### src/rtl/pfxd_pkg.sv
package pfxd_pkg;

   // prefix and escape bytes
   localparam logic [7:0] BYTE_LOCK  = 8'hF0;
   localparam logic [7:0] BYTE_REPNE = 8'hF2;
   localparam logic [7:0] BYTE_REP   = 8'hF3;
   localparam logic [7:0] BYTE_SEGES = 8'h26;
   localparam logic [7:0] BYTE_SEGCS = 8'h2E;
   localparam logic [7:0] BYTE_SEGSS = 8'h36;
   localparam logic [7:0] BYTE_SEGDS = 8'h3E;
   localparam logic [7:0] BYTE_SEGFS = 8'h64;
   localparam logic [7:0] BYTE_SEGGS = 8'h65;
   localparam logic [7:0] BYTE_OPSZ  = 8'h66;
   localparam logic [7:0] BYTE_ADSZ  = 8'h67;
   localparam logic [7:0] BYTE_VEX2  = 8'hC5;
   localparam logic [7:0] BYTE_VEX3  = 8'hC4;
   localparam logic [7:0] BYTE_EVEX  = 8'h62;
   localparam logic [3:0] REX_HIGH   = 4'h4;

   // encoding kinds
   localparam logic [1:0] KIND_LEGACY = 2'd0;
   localparam logic [1:0] KIND_REX    = 2'd1;
   localparam logic [1:0] KIND_VEX    = 2'd2;
   localparam logic [1:0] KIND_EVEX   = 2'd3;

   // rep field codes
   localparam logic [1:0] REP_F2 = 2'd1;
   localparam logic [1:0] REP_F3 = 2'd2;

   // segment codes
   localparam logic [2:0] SEG_ES = 3'd0;
   localparam logic [2:0] SEG_CS = 3'd1;
   localparam logic [2:0] SEG_SS = 3'd2;
   localparam logic [2:0] SEG_DS = 3'd3;
   localparam logic [2:0] SEG_FS = 3'd4;
   localparam logic [2:0] SEG_GS = 3'd5;

   localparam logic STATUS_OK        = 1'b0;
   localparam logic STATUS_TRUNCATED = 1'b1;

   typedef struct packed {
      logic [7:0] byte_value;
      logic       end_of_data;
   } req_type;

   typedef struct packed {
      logic       status;
      logic [8:0] legacy_flags;
      logic [1:0] encoding_kind;
      logic [3:0] rex_wrxb;
      logic [4:0] vex_vvvv;
      logic [4:0] vex_map;
      logic [1:0] vex_pp;
      logic       vex_l;
      logic [7:0] evex_fields;
      logic [7:0] opcode_byte;
      logic       opcode_present;
   } rsp_type;

endpackage

### src/rtl/pfxd_req_if.sv
interface pfxd_req_if;
   logic       valid;
   logic       ready;
   logic [7:0] byte_value;
   logic       end_of_data;

   modport source (output valid, output byte_value, output end_of_data, input ready);
   modport sink (input valid, input byte_value, input end_of_data, output ready);
endinterface

### src/rtl/pfxd_rsp_if.sv
interface pfxd_rsp_if;
   logic       valid;
   logic       ready;
   logic       status;
   logic [8:0] legacy_flags;
   logic [1:0] encoding_kind;
   logic [3:0] rex_wrxb;
   logic [4:0] vex_vvvv;
   logic [4:0] vex_map;
   logic [1:0] vex_pp;
   logic       vex_l;
   logic [7:0] evex_fields;
   logic [7:0] opcode_byte;
   logic       opcode_present;

   modport source (
      output valid, input ready,
      output status, output legacy_flags, output encoding_kind, output rex_wrxb,
      output vex_vvvv, output vex_map, output vex_pp, output vex_l,
      output evex_fields, output opcode_byte, output opcode_present
   );
   modport sink (
      input valid, output ready,
      input status, input legacy_flags, input encoding_kind, input rex_wrxb,
      input vex_vvvv, input vex_map, input vex_pp, input vex_l,
      input evex_fields, input opcode_byte, input opcode_present
   );
endinterface

### src/rtl/pfxd_core.sv
module pfxd_core (
   input  logic              clock,
   input  logic              reset,
   input  logic              step,
   input  pfxd_pkg::req_type beat,
   output logic              emit,
   output pfxd_pkg::rsp_type rec
);
   import pfxd_pkg::*;

   localparam logic [2:0] PH_PREFIX = 3'd0;
   localparam logic [2:0] PH_VEX2   = 3'd1;
   localparam logic [2:0] PH_VEX3A  = 3'd2;
   localparam logic [2:0] PH_VEX3B  = 3'd3;
   localparam logic [2:0] PH_EVEXA  = 3'd4;
   localparam logic [2:0] PH_EVEXB  = 3'd5;
   localparam logic [2:0] PH_EVEXC  = 3'd6;

   logic [2:0] phase_ff, phase_in;
   logic [8:0] legacy_ff, legacy_in;
   logic [3:0] rex_ff, rex_in;
   logic       rex_valid_ff, rex_valid_in;
   logic [7:0] first_ff, first_in;
   logic [7:0] second_ff, second_in;

   logic [7:0] b;
   logic [1:0] ll;

   assign b  = beat.byte_value;
   assign ll = b[6:5];

   always_comb begin
      phase_in     = phase_ff;
      legacy_in    = legacy_ff;
      rex_in       = rex_ff;
      rex_valid_in = rex_valid_ff;
      first_in     = first_ff;
      second_in    = second_ff;
      emit         = 1'b0;
      rec          = '0;
      rec.legacy_flags = legacy_ff;

      if (beat.end_of_data) begin
         emit       = 1'b1;
         rec.status = STATUS_TRUNCATED;
      end else begin
         case (phase_ff)
            PH_VEX2: begin
               emit              = 1'b1;
               rec.encoding_kind = KIND_VEX;
               rec.rex_wrxb      = {1'b0, ~b[7], 2'b00};
               rec.vex_vvvv      = {1'b0, ~b[6:3]};
               rec.vex_map       = 5'd1;
               rec.vex_pp        = b[1:0];
               rec.vex_l         = b[2];
            end
            PH_VEX3A: begin
               first_in = b;
               phase_in = PH_VEX3B;
            end
            PH_VEX3B: begin
               emit              = 1'b1;
               rec.encoding_kind = KIND_VEX;
               rec.rex_wrxb      = {b[7], ~first_ff[7:5]};
               rec.vex_vvvv      = {1'b0, ~b[6:3]};
               rec.vex_map       = first_ff[4:0];
               rec.vex_pp        = b[1:0];
               rec.vex_l         = b[2];
            end
            PH_EVEXA: begin
               first_in = b;
               phase_in = PH_EVEXB;
            end
            PH_EVEXB: begin
               second_in = b;
               phase_in  = PH_EVEXC;
            end
            PH_EVEXC: begin
               emit              = 1'b1;
               rec.encoding_kind = KIND_EVEX;
               rec.rex_wrxb      = {second_ff[7], ~first_ff[7:5]};
               rec.vex_vvvv      = {~b[3], ~second_ff[6:3]};
               rec.vex_map       = {2'b00, first_ff[2:0]};
               rec.vex_pp        = second_ff[1:0];
               rec.vex_l         = (ll == 2'd1);
               rec.evex_fields   = {b[7], ll, b[4], ~first_ff[4], b[2:0]};
            end
            default: begin
               // prefix phase: legacy prefixes cancel a pending rex
               case (b)
                  BYTE_LOCK: begin
                     legacy_in[0] = 1'b1;
                     rex_valid_in = 1'b0;
                  end
                  BYTE_REPNE: begin
                     legacy_in[2:1] = REP_F2;
                     rex_valid_in   = 1'b0;
                  end
                  BYTE_REP: begin
                     legacy_in[2:1] = REP_F3;
                     rex_valid_in   = 1'b0;
                  end
                  BYTE_SEGES: begin
                     legacy_in[6:3] = {SEG_ES, 1'b1};
                     rex_valid_in   = 1'b0;
                  end
                  BYTE_SEGCS: begin
                     legacy_in[6:3] = {SEG_CS, 1'b1};
                     rex_valid_in   = 1'b0;
                  end
                  BYTE_SEGSS: begin
                     legacy_in[6:3] = {SEG_SS, 1'b1};
                     rex_valid_in   = 1'b0;
                  end
                  BYTE_SEGDS: begin
                     legacy_in[6:3] = {SEG_DS, 1'b1};
                     rex_valid_in   = 1'b0;
                  end
                  BYTE_SEGFS: begin
                     legacy_in[6:3] = {SEG_FS, 1'b1};
                     rex_valid_in   = 1'b0;
                  end
                  BYTE_SEGGS: begin
                     legacy_in[6:3] = {SEG_GS, 1'b1};
                     rex_valid_in   = 1'b0;
                  end
                  BYTE_OPSZ: begin
                     legacy_in[7] = 1'b1;
                     rex_valid_in = 1'b0;
                  end
                  BYTE_ADSZ: begin
                     legacy_in[8] = 1'b1;
                     rex_valid_in = 1'b0;
                  end
                  default: begin
                     if (b[7:4] == REX_HIGH) begin
                        rex_in       = b[3:0];
                        rex_valid_in = 1'b1;
                     end else if (!rex_valid_ff && legacy_ff[7] == 1'b0 &&
                                  legacy_ff[2:0] == 3'b000 &&
                                  (b == BYTE_VEX2 || b == BYTE_VEX3 || b == BYTE_EVEX)) begin
                        if (b == BYTE_VEX2) begin
                           phase_in = PH_VEX2;
                        end else if (b == BYTE_VEX3) begin
                           phase_in = PH_VEX3A;
                        end else begin
                           phase_in = PH_EVEXA;
                        end
                     end else begin
                        emit               = 1'b1;
                        rec.opcode_byte    = b;
                        rec.opcode_present = 1'b1;
                        if (rex_valid_ff) begin
                           rec.encoding_kind = KIND_REX;
                           rec.rex_wrxb      = rex_ff;
                        end
                     end
                  end
               endcase
            end
         endcase
      end

      // every record closes the instruction
      if (emit) begin
         phase_in     = PH_PREFIX;
         legacy_in    = '0;
         rex_in       = '0;
         rex_valid_in = 1'b0;
         first_in     = '0;
         second_in    = '0;
      end
   end

   always_ff @(posedge clock) begin
      if (reset) begin
         phase_ff     <= PH_PREFIX;
         legacy_ff    <= '0;
         rex_ff       <= '0;
         rex_valid_ff <= 1'b0;
         first_ff     <= '0;
         second_ff    <= '0;
      end else if (step) begin
         phase_ff     <= phase_in;
         legacy_ff    <= legacy_in;
         rex_ff       <= rex_in;
         rex_valid_ff <= rex_valid_in;
         first_ff     <= first_in;
         second_ff    <= second_in;
      end
   end

endmodule

### src/rtl/x86_64_prefix_decoder_unit.sv
// x86-64 prefix decoder: legacy prefixes, rex, vex and evex
//
// req_bus carries one instruction byte per beat (byte_value), or an
// end-of-data marker (end_of_data). rsp_bus carries one decode record per
// instruction: it goes out on the opcode byte, on the last vex/evex payload
// byte, or on end of data (status truncated). Prefix and payload bytes
// before that produce no beat on rsp_bus.
// An accepted byte lands in an input register and is decoded against the
// per-instruction state once the result register is free; a record, if any, is
// registered in the result register and shown on rsp_bus.
// One byte per cycle is sustained while rsp_bus takes records; the state update
// is a single level of decode between the input register and the result register.
// If the receiver stalls, the record holds in the result register while one
// more byte sits in the input register; req_bus.ready drops only when both
// are full.
// Reset (synchronous, active high) empties both registers and clears the
// prefix state, so the next byte starts a new instruction.
module x86_64_prefix_decoder_unit (
   input  logic      clock,
   input  logic      reset,
   pfxd_req_if.sink  req_bus,
   pfxd_rsp_if.source rsp_bus
);
   import pfxd_pkg::*;

   logic    in_valid_ff, in_valid_in;
   req_type in_ff;
   logic    out_valid_ff, out_valid_in;
   rsp_type out_ff;

   logic    out_free;
   logic    step;
   logic    emit;
   rsp_type rec;

   assign out_free      = !out_valid_ff || rsp_bus.ready;
   assign step          = in_valid_ff && out_free;
   assign req_bus.ready = !in_valid_ff || step;

   pfxd_core u_core (
      .clock (clock),
      .reset (reset),
      .step  (step),
      .beat  (in_ff),
      .emit  (emit),
      .rec   (rec)
   );

   always_comb begin
      in_valid_in = in_valid_ff;
      if (req_bus.ready) begin
         in_valid_in = req_bus.valid;
      end
      out_valid_in = out_valid_ff;
      if (out_free) begin
         out_valid_in = step && emit;
      end
   end

   always_ff @(posedge clock) begin
      if (reset) begin
         in_valid_ff  <= 1'b0;
         out_valid_ff <= 1'b0;
      end else begin
         in_valid_ff  <= in_valid_in;
         out_valid_ff <= out_valid_in;
      end
   end

   always_ff @(posedge clock) begin
      if (req_bus.valid && req_bus.ready) begin
         in_ff.byte_value  <= req_bus.byte_value;
         in_ff.end_of_data <= req_bus.end_of_data;
      end
      if (step && emit) begin
         out_ff <= rec;
      end
   end

   assign rsp_bus.valid          = out_valid_ff;
   assign rsp_bus.status         = out_ff.status;
   assign rsp_bus.legacy_flags   = out_ff.legacy_flags;
   assign rsp_bus.encoding_kind  = out_ff.encoding_kind;
   assign rsp_bus.rex_wrxb       = out_ff.rex_wrxb;
   assign rsp_bus.vex_vvvv       = out_ff.vex_vvvv;
   assign rsp_bus.vex_map        = out_ff.vex_map;
   assign rsp_bus.vex_pp         = out_ff.vex_pp;
   assign rsp_bus.vex_l          = out_ff.vex_l;
   assign rsp_bus.evex_fields    = out_ff.evex_fields;
   assign rsp_bus.opcode_byte    = out_ff.opcode_byte;
   assign rsp_bus.opcode_present = out_ff.opcode_present;

endmodule
### src/flat_wrapper.sv
// flat-port wrapper written by rule: the top's interface ports become plain ports
module x86_64_prefix_decoder_unit_flat import pfxd_pkg::*;
  (clock, reset, req_bus_valid, req_bus_byte_value, req_bus_end_of_data, req_bus_ready, rsp_bus_valid, rsp_bus_ready, rsp_bus_status, rsp_bus_legacy_flags, rsp_bus_encoding_kind, rsp_bus_rex_wrxb, rsp_bus_vex_vvvv, rsp_bus_vex_map, rsp_bus_vex_pp, rsp_bus_vex_l, rsp_bus_evex_fields, rsp_bus_opcode_byte, rsp_bus_opcode_present);
  pfxd_req_if req_bus_i ();
  pfxd_rsp_if rsp_bus_i ();
  input  logic clock;
  input  logic reset;
  input wire logic [$bits(req_bus_i.valid)-1:0] req_bus_valid;
  input wire logic [$bits(req_bus_i.byte_value)-1:0] req_bus_byte_value;
  input wire logic [$bits(req_bus_i.end_of_data)-1:0] req_bus_end_of_data;
  output wire logic [$bits(req_bus_i.ready)-1:0] req_bus_ready;
  output wire logic [$bits(rsp_bus_i.valid)-1:0] rsp_bus_valid;
  input wire logic [$bits(rsp_bus_i.ready)-1:0] rsp_bus_ready;
  output wire logic [$bits(rsp_bus_i.status)-1:0] rsp_bus_status;
  output wire logic [$bits(rsp_bus_i.legacy_flags)-1:0] rsp_bus_legacy_flags;
  output wire logic [$bits(rsp_bus_i.encoding_kind)-1:0] rsp_bus_encoding_kind;
  output wire logic [$bits(rsp_bus_i.rex_wrxb)-1:0] rsp_bus_rex_wrxb;
  output wire logic [$bits(rsp_bus_i.vex_vvvv)-1:0] rsp_bus_vex_vvvv;
  output wire logic [$bits(rsp_bus_i.vex_map)-1:0] rsp_bus_vex_map;
  output wire logic [$bits(rsp_bus_i.vex_pp)-1:0] rsp_bus_vex_pp;
  output wire logic [$bits(rsp_bus_i.vex_l)-1:0] rsp_bus_vex_l;
  output wire logic [$bits(rsp_bus_i.evex_fields)-1:0] rsp_bus_evex_fields;
  output wire logic [$bits(rsp_bus_i.opcode_byte)-1:0] rsp_bus_opcode_byte;
  output wire logic [$bits(rsp_bus_i.opcode_present)-1:0] rsp_bus_opcode_present;
  assign req_bus_i.valid = req_bus_valid;
  assign req_bus_i.byte_value = req_bus_byte_value;
  assign req_bus_i.end_of_data = req_bus_end_of_data;
  assign req_bus_ready = req_bus_i.ready;
  assign rsp_bus_valid = rsp_bus_i.valid;
  assign rsp_bus_i.ready = rsp_bus_ready;
  assign rsp_bus_status = rsp_bus_i.status;
  assign rsp_bus_legacy_flags = rsp_bus_i.legacy_flags;
  assign rsp_bus_encoding_kind = rsp_bus_i.encoding_kind;
  assign rsp_bus_rex_wrxb = rsp_bus_i.rex_wrxb;
  assign rsp_bus_vex_vvvv = rsp_bus_i.vex_vvvv;
  assign rsp_bus_vex_map = rsp_bus_i.vex_map;
  assign rsp_bus_vex_pp = rsp_bus_i.vex_pp;
  assign rsp_bus_vex_l = rsp_bus_i.vex_l;
  assign rsp_bus_evex_fields = rsp_bus_i.evex_fields;
  assign rsp_bus_opcode_byte = rsp_bus_i.opcode_byte;
  assign rsp_bus_opcode_present = rsp_bus_i.opcode_present;
  x86_64_prefix_decoder_unit u_core (.clock(clock), .reset(reset), .req_bus(req_bus_i), .rsp_bus(rsp_bus_i));
endmodule
### config.mk
export PLATFORM = sky130hd
export DESIGN_NAME = x86_64_prefix_decoder_unit_flat
export DESIGN_NICKNAME = d
export VERILOG_FILES = /design/src/rtl/pfxd_pkg.sv /design/src/rtl/pfxd_req_if.sv /design/src/rtl/pfxd_rsp_if.sv /design/src/rtl/pfxd_core.sv /design/src/rtl/x86_64_prefix_decoder_unit.sv /design/src/flat_wrapper.sv
export SDC_FILE = /design/constraint.sdc
export NUM_CORES = 1
export LEC_CHECK = 0
export BUFFER_PORTS_ARGS = -buffer_cell sky130_fd_sc_hd__buf_2
export CORE_ASPECT_RATIO = 1.1
export CORE_MARGIN = 5
export CORE_UTILIZATION = 38
export DETAILED_ROUTE_END_ITERATION = 12
export PLACE_DENSITY = 0.63
export SYNTH_ARGS = -nofsm -noshare
export SYNTH_HDL_FRONTEND = slang
export SYNTH_SLANG_ARGS = --single-unit
### constraint.sdc
create_clock -name clock -period 3.3 [get_ports clock]
set_clock_uncertainty 0.05 [all_clocks]
set_input_delay 0.495 -clock clock [delete_from_list [all_inputs] [get_ports clock]]
set_output_delay 0.495 -clock clock [all_outputs]
set_load 0.03 [all_outputs]
After elaboration in Yosys (flattened, before gate mapping)
Index checks and enable logic that the tools add are counted.

operators by class
  eq/ne operators = 28
  mux-type cells = 45
  bitwise gates (word level) = 8
  reductions and logical operators = 42

operators with widths
  kind                number
  $mux 8              6
  $eq 8x7->1 const B  5
  $eq 8x8->1 const B  5
  $pmux 13 s3         1
  $eq 8x6->1 const B  4
  $mux 9              3
  $pmux 4 s6          1
  $pmux 6 s4          1
  $reduce_and 4->1    6
  $mux 3              7
  $mux 4              5
  $reduce_or 20->1    1
  $reduce_or 19->1    1
  $mux 6              3
  $mux 1              14
  $pmux 3 s4          1
  $reduce_bool 2->1   6
  $reduce_or 11->1    1
  $eq 3x3->1 const B  3
  $not 4->4           2
  $reduce_bool 7->1   1
  $eq 3x2->1 const B  2
  $logic_and 1x1->1   6
  $ne 2x1->1 const B  3
  other kinds (22)    35

storage, ports and cells
  flip-flop bits (word level) = 90
  output and inout port bits = 48

Longest topological paths before layout
Gate-level depths: netlist of the first run.

  depth after elaboration = 11
  mapped depth = 8

Hierarchy
From an unflattened synthesis of the first run, not the netlist that was laid out.

unflattened totals
  cell total of the unflattened synthesis = 343
  area total of the unflattened synthesis = 3991.3 um2

modules (own cells, without submodules)
  module                      instances  cells an instance  area each (um2)  seq. area each (um2)
  pfxd_core                   1          277                2237.1           640.6
  x86_64_prefix_decoder_unit  1          66                 1754.2           1691.6

Worst setup path before layout of the first run
No wires, ideal clock.

  kind = register -> register
  start point = reg u_core.in_ff[5] (netlist bit)
  end point = reg u_core.out_ff (netlist bit u_core.rsp_bus.encoding_kind[0]) (enable)
  library setup time = 386 ps
  data arrival time = 2269 ps
  slack = 595 ps
  stages on the path, launching flop included = 8
  buffers on the path = 2
  cells stage by stage = edfxtp_1 -> buf_2 -> and4b_1 -> o211a_2 -> nor4_4 -> o21ai_2 -> nor2_2 -> buf_2

between the ends
  word-level cells in the longest chain between the ends = 10
  elaborated cells between the ends (all ways) = 25
  classes of those cells = 15 x eq/ne; 5 x mux; 5 x reduce/logical

ends and longest elaborated chain
  what                           RTL line                          source
  from (decl)                    x86_64_prefix_decoder_unit.sv:27  req_type in_ff;
  $eq 8x8->1                     pfxd_core.sv:141                  (b == BYTE_VEX2 || b == BYTE_VEX3 || b == BYTE_EVEX)) begin
  $logic_or 1x1->1 (2 in a row)  pfxd_core.sv:141
  $logic_and 1x1->1              pfxd_core.sv:140                  legacy_ff[2:0] == 3'b000 &&
  $mux 1                         pfxd_core.sv:139                  end else if (!rex_valid_ff && legacy_ff[7] == 1'b0 &&
  $mux 1                         pfxd_core.sv:136                  if (b[7:4] == REX_HIGH) begin
  $mux 1 *                       pfxd_core.sv:90                   case (b)
  $pmux 1 s2 *                   pfxd_core.sv:47                   case (phase_ff)
  $mux 1 *                       pfxd_core.sv:43                   if (beat.end_of_data) begin
  $logic_and 1x1->1 *            x86_64_prefix_decoder_unit.sv:75  if (step && emit) begin
  to (signal assigned)           x86_64_prefix_decoder_unit.sv:76  out_ff <= rec;
  to (decl)                      x86_64_prefix_decoder_unit.sv:29  rsp_type out_ff;

Every way passes the cells marked *; elsewhere a longest branch is shown, timed or not.
A chain may end at the register's enable or synchronous reset.

Final worst setup path of the first run
  start point = reg u_core.in_ff[1] (netlist bit)
  end point = reg u_core.out_ff (netlist bit u_core.rsp_bus.legacy_flags[7]) (enable)

The elaborated chain is that of the path after synthesis.

==> out/results.tsv, run 1 <==
stage	metric	value	unit
outcome	status	complete, no violations	
finish	most common cell after layout, fill and taps aside	buf_2	
clock_network	CTS clk-pin slew, worst paths	0.06	ns
floorplan	die height	117	um
sta	f_max	0.362	GHz
place	HPWL Detailed	6770	um
logic_synthesis	Distinct cells, synth	59	
clock_network	Num CTS Buffers	9	
sta	RSZ-0062 raised after global routing	false	
clock_network	# resized after CTS	0	
global_routing	largest net degree at the start of global routing	36	
clock_network	Clock Sinks	89	
place	pre-CTS WS	0.560	ns
logic_synthesis	register bit total from synthesis	89	
logic_synthesis	Post-synth ARST share	0	
run	max-cap violation count	0	
global_routing	first-pass GRT wire length	15900	um
floorplan	Core Box Area	10200	sq um
global_routing	vias in the first global route	2854	
worst_setup_path	Worst Path Required	3.29	ns
place	port bufs	60	
sta	setup violators final	0	
drt	ANT nets after route	0	
clock_network	Worst-Skew Late Latency	0.34	ns
sta	final worst slack	0.537	ns
drt	number of iterations in the first detailed-routing pass	5	
logic_synthesis	total nets after synthesis	362	
min_path	worst min path class	input port to flop	
finish	FF/Latch Area	2330	sq um
finish	share of layout cells above drive strength 1	0.255	
global_routing	grt total ovfl	0	
clock_network	Root Buffer	clkbuf_16	
worst_setup_path	Crit Path Class	flop to flop	
finish	Multi-input gate area	1410	sq um
logic_synthesis	ys flop type	edfxtp_1	
floorplan	Die W	107	um
drt	Detailed Route WL	9930	um
worst_setup_path	CP startpoint kind	flop	
floorplan	Die ar.	12500	sq um
drt	vias post-DR	3030	
logic_synthesis	Synth Area per Inst	11.2	sq um
global_routing	Total GRT Usage	0.168	
sta	Slew Viols, Final	0	
drt	wire length per cell	18.7	um
logic_synthesis	number of flops mapped to enable cells by yosys	55	
clock_network	H-tree levels	3	
clock_network	Clock Tree Buf Depth	2	
sta	Slew @ Worst Pin	0.687	ns
power	pwr dens	551	nW/um^2
place	Final GP Congestion	0.942	
finish	Diodes inserted	0	
logic_synthesis	Synth Cell Area	3920	sq um
global_routing	initial antenna violation count	0	
power	P_leak	1.76	nW
sta	Final min period	2.76	ns
drt	DRC	0	
drt	1st-iter DRT viols	378	
drt	Via density	5.71	
sta	Worst slew margin	0.541	
floorplan	initial core utilization	0.383	
clock_network	# Post-CTS Setup Buffers	0	
worst_setup_path	Crit Path Max Fanout	14	
logic_synthesis	Mapped Cells	349	
finish	nets	416	
logic_synthesis	sequential share of the synthesized area	0.595	
worst_setup_path	CP endpoint kind	flop	
sta	Final Hold Fails	0	
finish	area grow syn2layout	20.0	%
sta	Fin Setup TNS	0	ns
sta	Final period util	0.837	
floorplan	I/O pin cnt	61	
worst_setup_path	CP arrival	2.75	ns
power	IR drop worst, VDD	0.302	mV
finish	leading cell types in the layout, fill and taps excluded	buf_2 (60), edfxtp_1 (55), dfxtp_1 (34)	
clock_network	hold buffers post-CTS	0	
clock_network	CTS tree	built	
finish	Fill cells	921	
floorplan	# rows	39	
logic_synthesis	Ys Warns	0	
-- worst paths after layout --
kind / startpoint / endpoint / slack [ns] / depth (start not counted)
worst max-delay path: u_core.in_ff[1] / u_core.rsp_bus.legacy_flags[7] / 0.54 / 6
worst min-delay path: req_bus_byte_value[2] / u_core.in_ff[3] / 0.28 / 1
worst max register to register: u_core.in_ff[1] / u_core.rsp_bus.legacy_flags[7] / 0.54 / 6
worst min register to register: u_core.u_core.legacy_ff[6] / u_core.rsp_bus.legacy_flags[6] / 0.39 / 0
-- where the power goes --
part	internal [mW]	switching, mW	leakage, nW
Clock	0.759	0.408	0.166
Sequential	1.21	0.0276	0.811
Combinational	0.0505	0.136	0.783
-- cell type report --
type                            instances  area share
Multi-Input combinational cell        214       0.299
Inverter                               17      0.0136
Clock buffer                           11      0.0516
Sequential cell                        89       0.495
Tap cell                              123      0.0327
Clock inverter                          5      0.0218
Timing Repair Buffer                   72      0.0856
-- Yosys cell counts, drive strengths merged (4+ instances only) --
| cell | n | area (sq um) |
|---|---|---|
| clkbuf | 18 | 67.6 |
| a21oi | 19 | 95.1 |
| and3 | 11 | 68.8 |
| nor3 | 12 | 71.3 |
| dfxtp | 34 | 681 |
| o41ai | 11 | 104 |
| a31oi | 8 | 50.1 |
| and2 | 12 | 75.1 |
| nor2b | 5 | 31.3 |
| o21ai | 8 | 47.5 |
| buf | 11 | 53.8 |
| inv | 17 | 63.8 |
| a32oi | 9 | 78.8 |
| edfxtp | 55 | 1650 |
| nand2 | 25 | 98.8 |
| nand3 | 6 | 30.0 |
| a311oi | 8 | 70.1 |
| nor2 | 26 | 103 |
| nor3b | 4 | 46.3 |
| nand4 | 7 | 43.8 |
| nand2b | 5 | 31.3 |
-- routing by layer --
| metal | vias up | routed length, um | track usage |
|---|---|---|---|
| met5 | - | 0 | 0 |
| met4 | 0 | 248 | 0.0767 |
| met3 | 24 | 633 | 0.0420 |
| met2 | 127 | 4620 | 0.262 |
| met1 | 1457 | 4430 | 0.222 |
| li1 | 1422 | - | - |
-- worst max-delay path: stages, from the launching register on --
cell and delay [ns]:
edfxtp_1 0.67, inv_1 0.27, o211a_2 0.33, nor4_4 0.27
o21ai_2 0.17, nor2_4 0.40, buf_4 0.30
-- logic make-up after synthesis --
group           synth area share
mux                      0.00766
flops                      0.595
compound gates             0.161
buf+inv                   0.0472
simple gates               0.189
-- metrics by stage --
stage	area, sq um	utilization	power [mW]	hold slack [ns]	instances
floorplan	3920	-	1.38	0.358	349
global placement	4360	0.426	1.45	0.371	515
detailed placement	4360	0.426	1.45	0.366	515
CTS	4710	0.459	2.62	0.270	531
global route	4710	0.459	2.69	0.269	531
finish	4710	0.459	2.59	0.281	531
-- state kept, by name, indices dropped and copies added, names as in the netlist --
register / cells
u_core.rsp_bus.rex_wrxb: 4
u_core.rsp_bus.status: 1
u_core.u_core.legacy_ff: 9
u_core.u_core.first_ff: 8
u_core.u_core.second_ff: 7
u_core.in_valid_ff: 1
u_core.rsp_bus.encoding_kind: 2
u_core.u_core.phase_ff: 3
u_core.rsp_bus.opcode_byte: 8
u_core.in_ff: 9
u_core.rsp_bus.opcode_present: 1
u_core.rsp_bus.legacy_flags: 9
u_core.rsp_bus.valid: 1
u_core.u_core.rex_ff: 4
u_core.rsp_bus.vex_map: 5
u_core.rsp_bus.vex_pp: 2
u_core.rsp_bus.vex_vvvv: 5
u_core.u_core.rex_valid_ff: 1
u_core.rsp_bus.vex_l: 1
u_core.rsp_bus.evex_fields: 8
Power figures use the tool's default switching activity.
==> run 2: changes to the inputs <==
Settings changed: PLACE_DENSITY 0.63 to 0.65.
Clock period 3.3 ns to 2.5 ns, I/O delays scaled along.
==> out/results.tsv, run 2 (synthesis gave the netlist of run 1 again) <==
stage	metric	value	unit	change
min_path	worst min path class	input port to flop		unchanged
clock_network	Root Buffer	clkbuf_16		unchanged
global_routing	grt total ovfl	0		unchanged
drt	1st-iter DRT viols	273		was 378
drt	DRC	0		unchanged
global_routing	Total GRT Usage	0.164		was 0.168
clock_network	# Post-CTS Setup Buffers	0		unchanged
global_routing	largest net degree at the start of global routing	48		was 36
sta	Final min period	2.25	ns	was 2.76 ns
worst_setup_path	Crit Path Class	flop to flop		unchanged
sta	setup violators final	0		unchanged
clock_network	H-tree levels	3		unchanged
worst_setup_path	max incr delay on CP	0.54	ns	was 0.67 ns
worst_setup_path	crit path cell chain	nand3b_4 -> and2b_1 -> nor4_4 -> buf_4 -> nand2_2 -> a211oi_4 -> o41ai_1		was inv_1 -> o211a_2 -> nor4_4 -> o21ai_2 -> nor2_4 -> buf_4
global_routing	initial antenna violation count	0		unchanged
floorplan	die height	117	um	unchanged
floorplan	Die W	107	um	unchanged
floorplan	initial core utilization	0.383		unchanged
place	DP Area	4500	sq um	was 4360 sq um
clock_network	# resized after CTS	0		unchanged
drt	wire length per cell	17.7	um	was 18.7 um
worst_setup_path	CP endpoint kind	flop		unchanged
place	HPWL Detailed	6790	um	was 6770 um
finish	Post-Route Utilization	0.465		was 0.459
power	P_leak	1.81	nW	was 1.76 nW
clock_network	Clock Sinks	89		unchanged
finish	area grow syn2layout	21.4	%	was 20.0%
power	switching power	0.738	mW	was 0.572 mW
power	Switching Fraction	0.237		was 0.220
drt	ANT nets after route	0		unchanged
finish	most common cell after layout, fill and taps aside	buf_2		unchanged
clock_network	Worst-Skew Late Latency	0.34	ns	about the same
power	Clk pwr share	0.389		was 0.450
power	Reg power frac	0.523		was 0.478
finish	Diodes inserted	0		unchanged
finish	FF/Latch Area	2330	sq um	unchanged
worst_setup_path	Crit Path Max Fanout	9		was 14
drt	Via density	5.62		was 5.71
power	pwr dens	653	nW/um^2	was 551 nW/um^2
drt	Detailed Route WL	9710	um	was 9930 um
outcome	status	complete, no violations		unchanged
finish	nets	434		was 416
sta	Final Hold Fails	0		unchanged
power	Final Power	3.11	mW	was 2.59 mW
floorplan	# rows	39		unchanged
clock_network	CTS clk-pin slew, worst paths	0.06	ns	about the same
finish	leading cell types in the layout, fill and taps excluded	buf_2 (60), edfxtp_1 (55), dfxtp_1 (34)		unchanged
sta	Slew Viols, Final	0		unchanged
worst_setup_path	CP arrival	2.41	ns	was 2.75 ns
finish	share of layout cells above drive strength 1	0.282		was 0.255
clock_network	Num CTS Buffers	9		unchanged
clock_network	Clock Tree Buf Depth	2		unchanged
power	P_int	2.37	mW	was 2.02 mW
floorplan	I/O pin cnt	61		unchanged
sta	f_max	0.444	GHz	was 0.362 GHz
place	port bufs	60		unchanged
worst_setup_path	crit path max-delay cell type	edfxtp_1		unchanged
place	Final GP Congestion	0.986		was 0.942
global_routing	vias in the first global route	2938		was 2854
sta	Slew @ Worst Pin	0.572	ns	was 0.687 ns
run	max-cap violation count	0		unchanged
clock_network	hold buffers post-CTS	0		unchanged
clock_network	CTS tree	built		unchanged
finish	Fill cells	968		was 921
worst_setup_path	Worst Path Required	2.65	ns	was 3.29 ns
drt	number of iterations in the first detailed-routing pass	4		was 5
drt	vias post-DR	3081		was 3030
sta	Fin Setup TNS	0	ns	unchanged
power	IR drop worst, VDD	0.253	mV	was 0.302 mV
worst_setup_path	CP startpoint kind	flop		unchanged
global_routing	first-pass GRT wire length	15500	um	was 15900 um
power	combinational share of power	0.088		was 0.072
floorplan	Core Box Area	10200	sq um	unchanged
sta	Final period util	0.901		was 0.837
finish	Multi-input gate area	1410	sq um	unchanged
finish	fin area	4760	sq um	was 4710 sq um
sta	Worst slew margin	0.618		was 0.541
floorplan	Die ar.	12500	sq um	unchanged
sta	RSZ-0062 raised after global routing	false		unchanged
-- run 2: cell types whose count changed in the layout (fill, tap and decap cells not counted), sizes merged --
cell	previous run	this run
bufinv	3	0
clkinv	1	2
clkbuf	11	12
buf	72	90
-- run 2: metal layers --
metal	track usage	routed length (um)	share of wire	vias up
li1	-	-	-	1457
met1	0.211	4320	0.45	1484
met2	0.254	4470	0.46	116
met3	0.0470	604	0.062	24
met4	0.0835	314	0.032	0
met5	0	0	0	-
-- run 2: final cells by class --
type / count / area share
inverter: 17 / 0.0134
timing repair buffer: 90 / 0.113
tap: 123 / 0.0323
multi-input combinational: 214 / 0.296
sequential: 89 / 0.490
clock buffer: 12 / 0.0518
clock inverter: 3 / 0.00368
-- run 2: metrics by stage --
step | worst slack, ns | hold WS (ns) | cells
floorplan | 0.0574 | 0.358 | 349
global placement | 0.338 | 0.367 | 533
detailed placement | 0.297 | 0.376 | 533
CTS | 0.254 | 0.152 | 548
global route | 0.0810 | 0.149 | 548
finish | 0.249 | 0.159 | 548
-- run 2: worst paths after layout --
path                                                 start                              to  slack, ns  cells past startpoint
worst min-delay path                 req_bus_byte_value[2]                 u_core.in_ff[3]       0.16                      1
worst max-delay path                       u_core.in_ff[6]      u_core.u_core.second_ff[4]       0.25                      7
worst min register to register  u_core.u_core.legacy_ff[3]  u_core.rsp_bus.legacy_flags[3]       0.39                      0
worst max register to register             u_core.in_ff[6]      u_core.u_core.second_ff[4]       0.25                      7
-- run 2: worst max-delay path: cells and delay by family (launching register included) --
kind | cells | cell delay [ns]
AOI/OAI and AO/OA | 2 | 0.54
buffers and inverters | 1 | 0.20
DFF | 1 | 0.54
and+or+nand+nor | 4 | 0.78
-- run 2: power by group through the flow --
stage	Clock [mW]	Combinational (mW)	Sequential, mW
finish	1.21	0.273	1.63
global route	1.30	0.291	1.63
CTS	1.22	0.274	1.63
detailed placement	0	0.273	1.66
global placement	0	0.271	1.66
floorplan	0	0.115	1.71
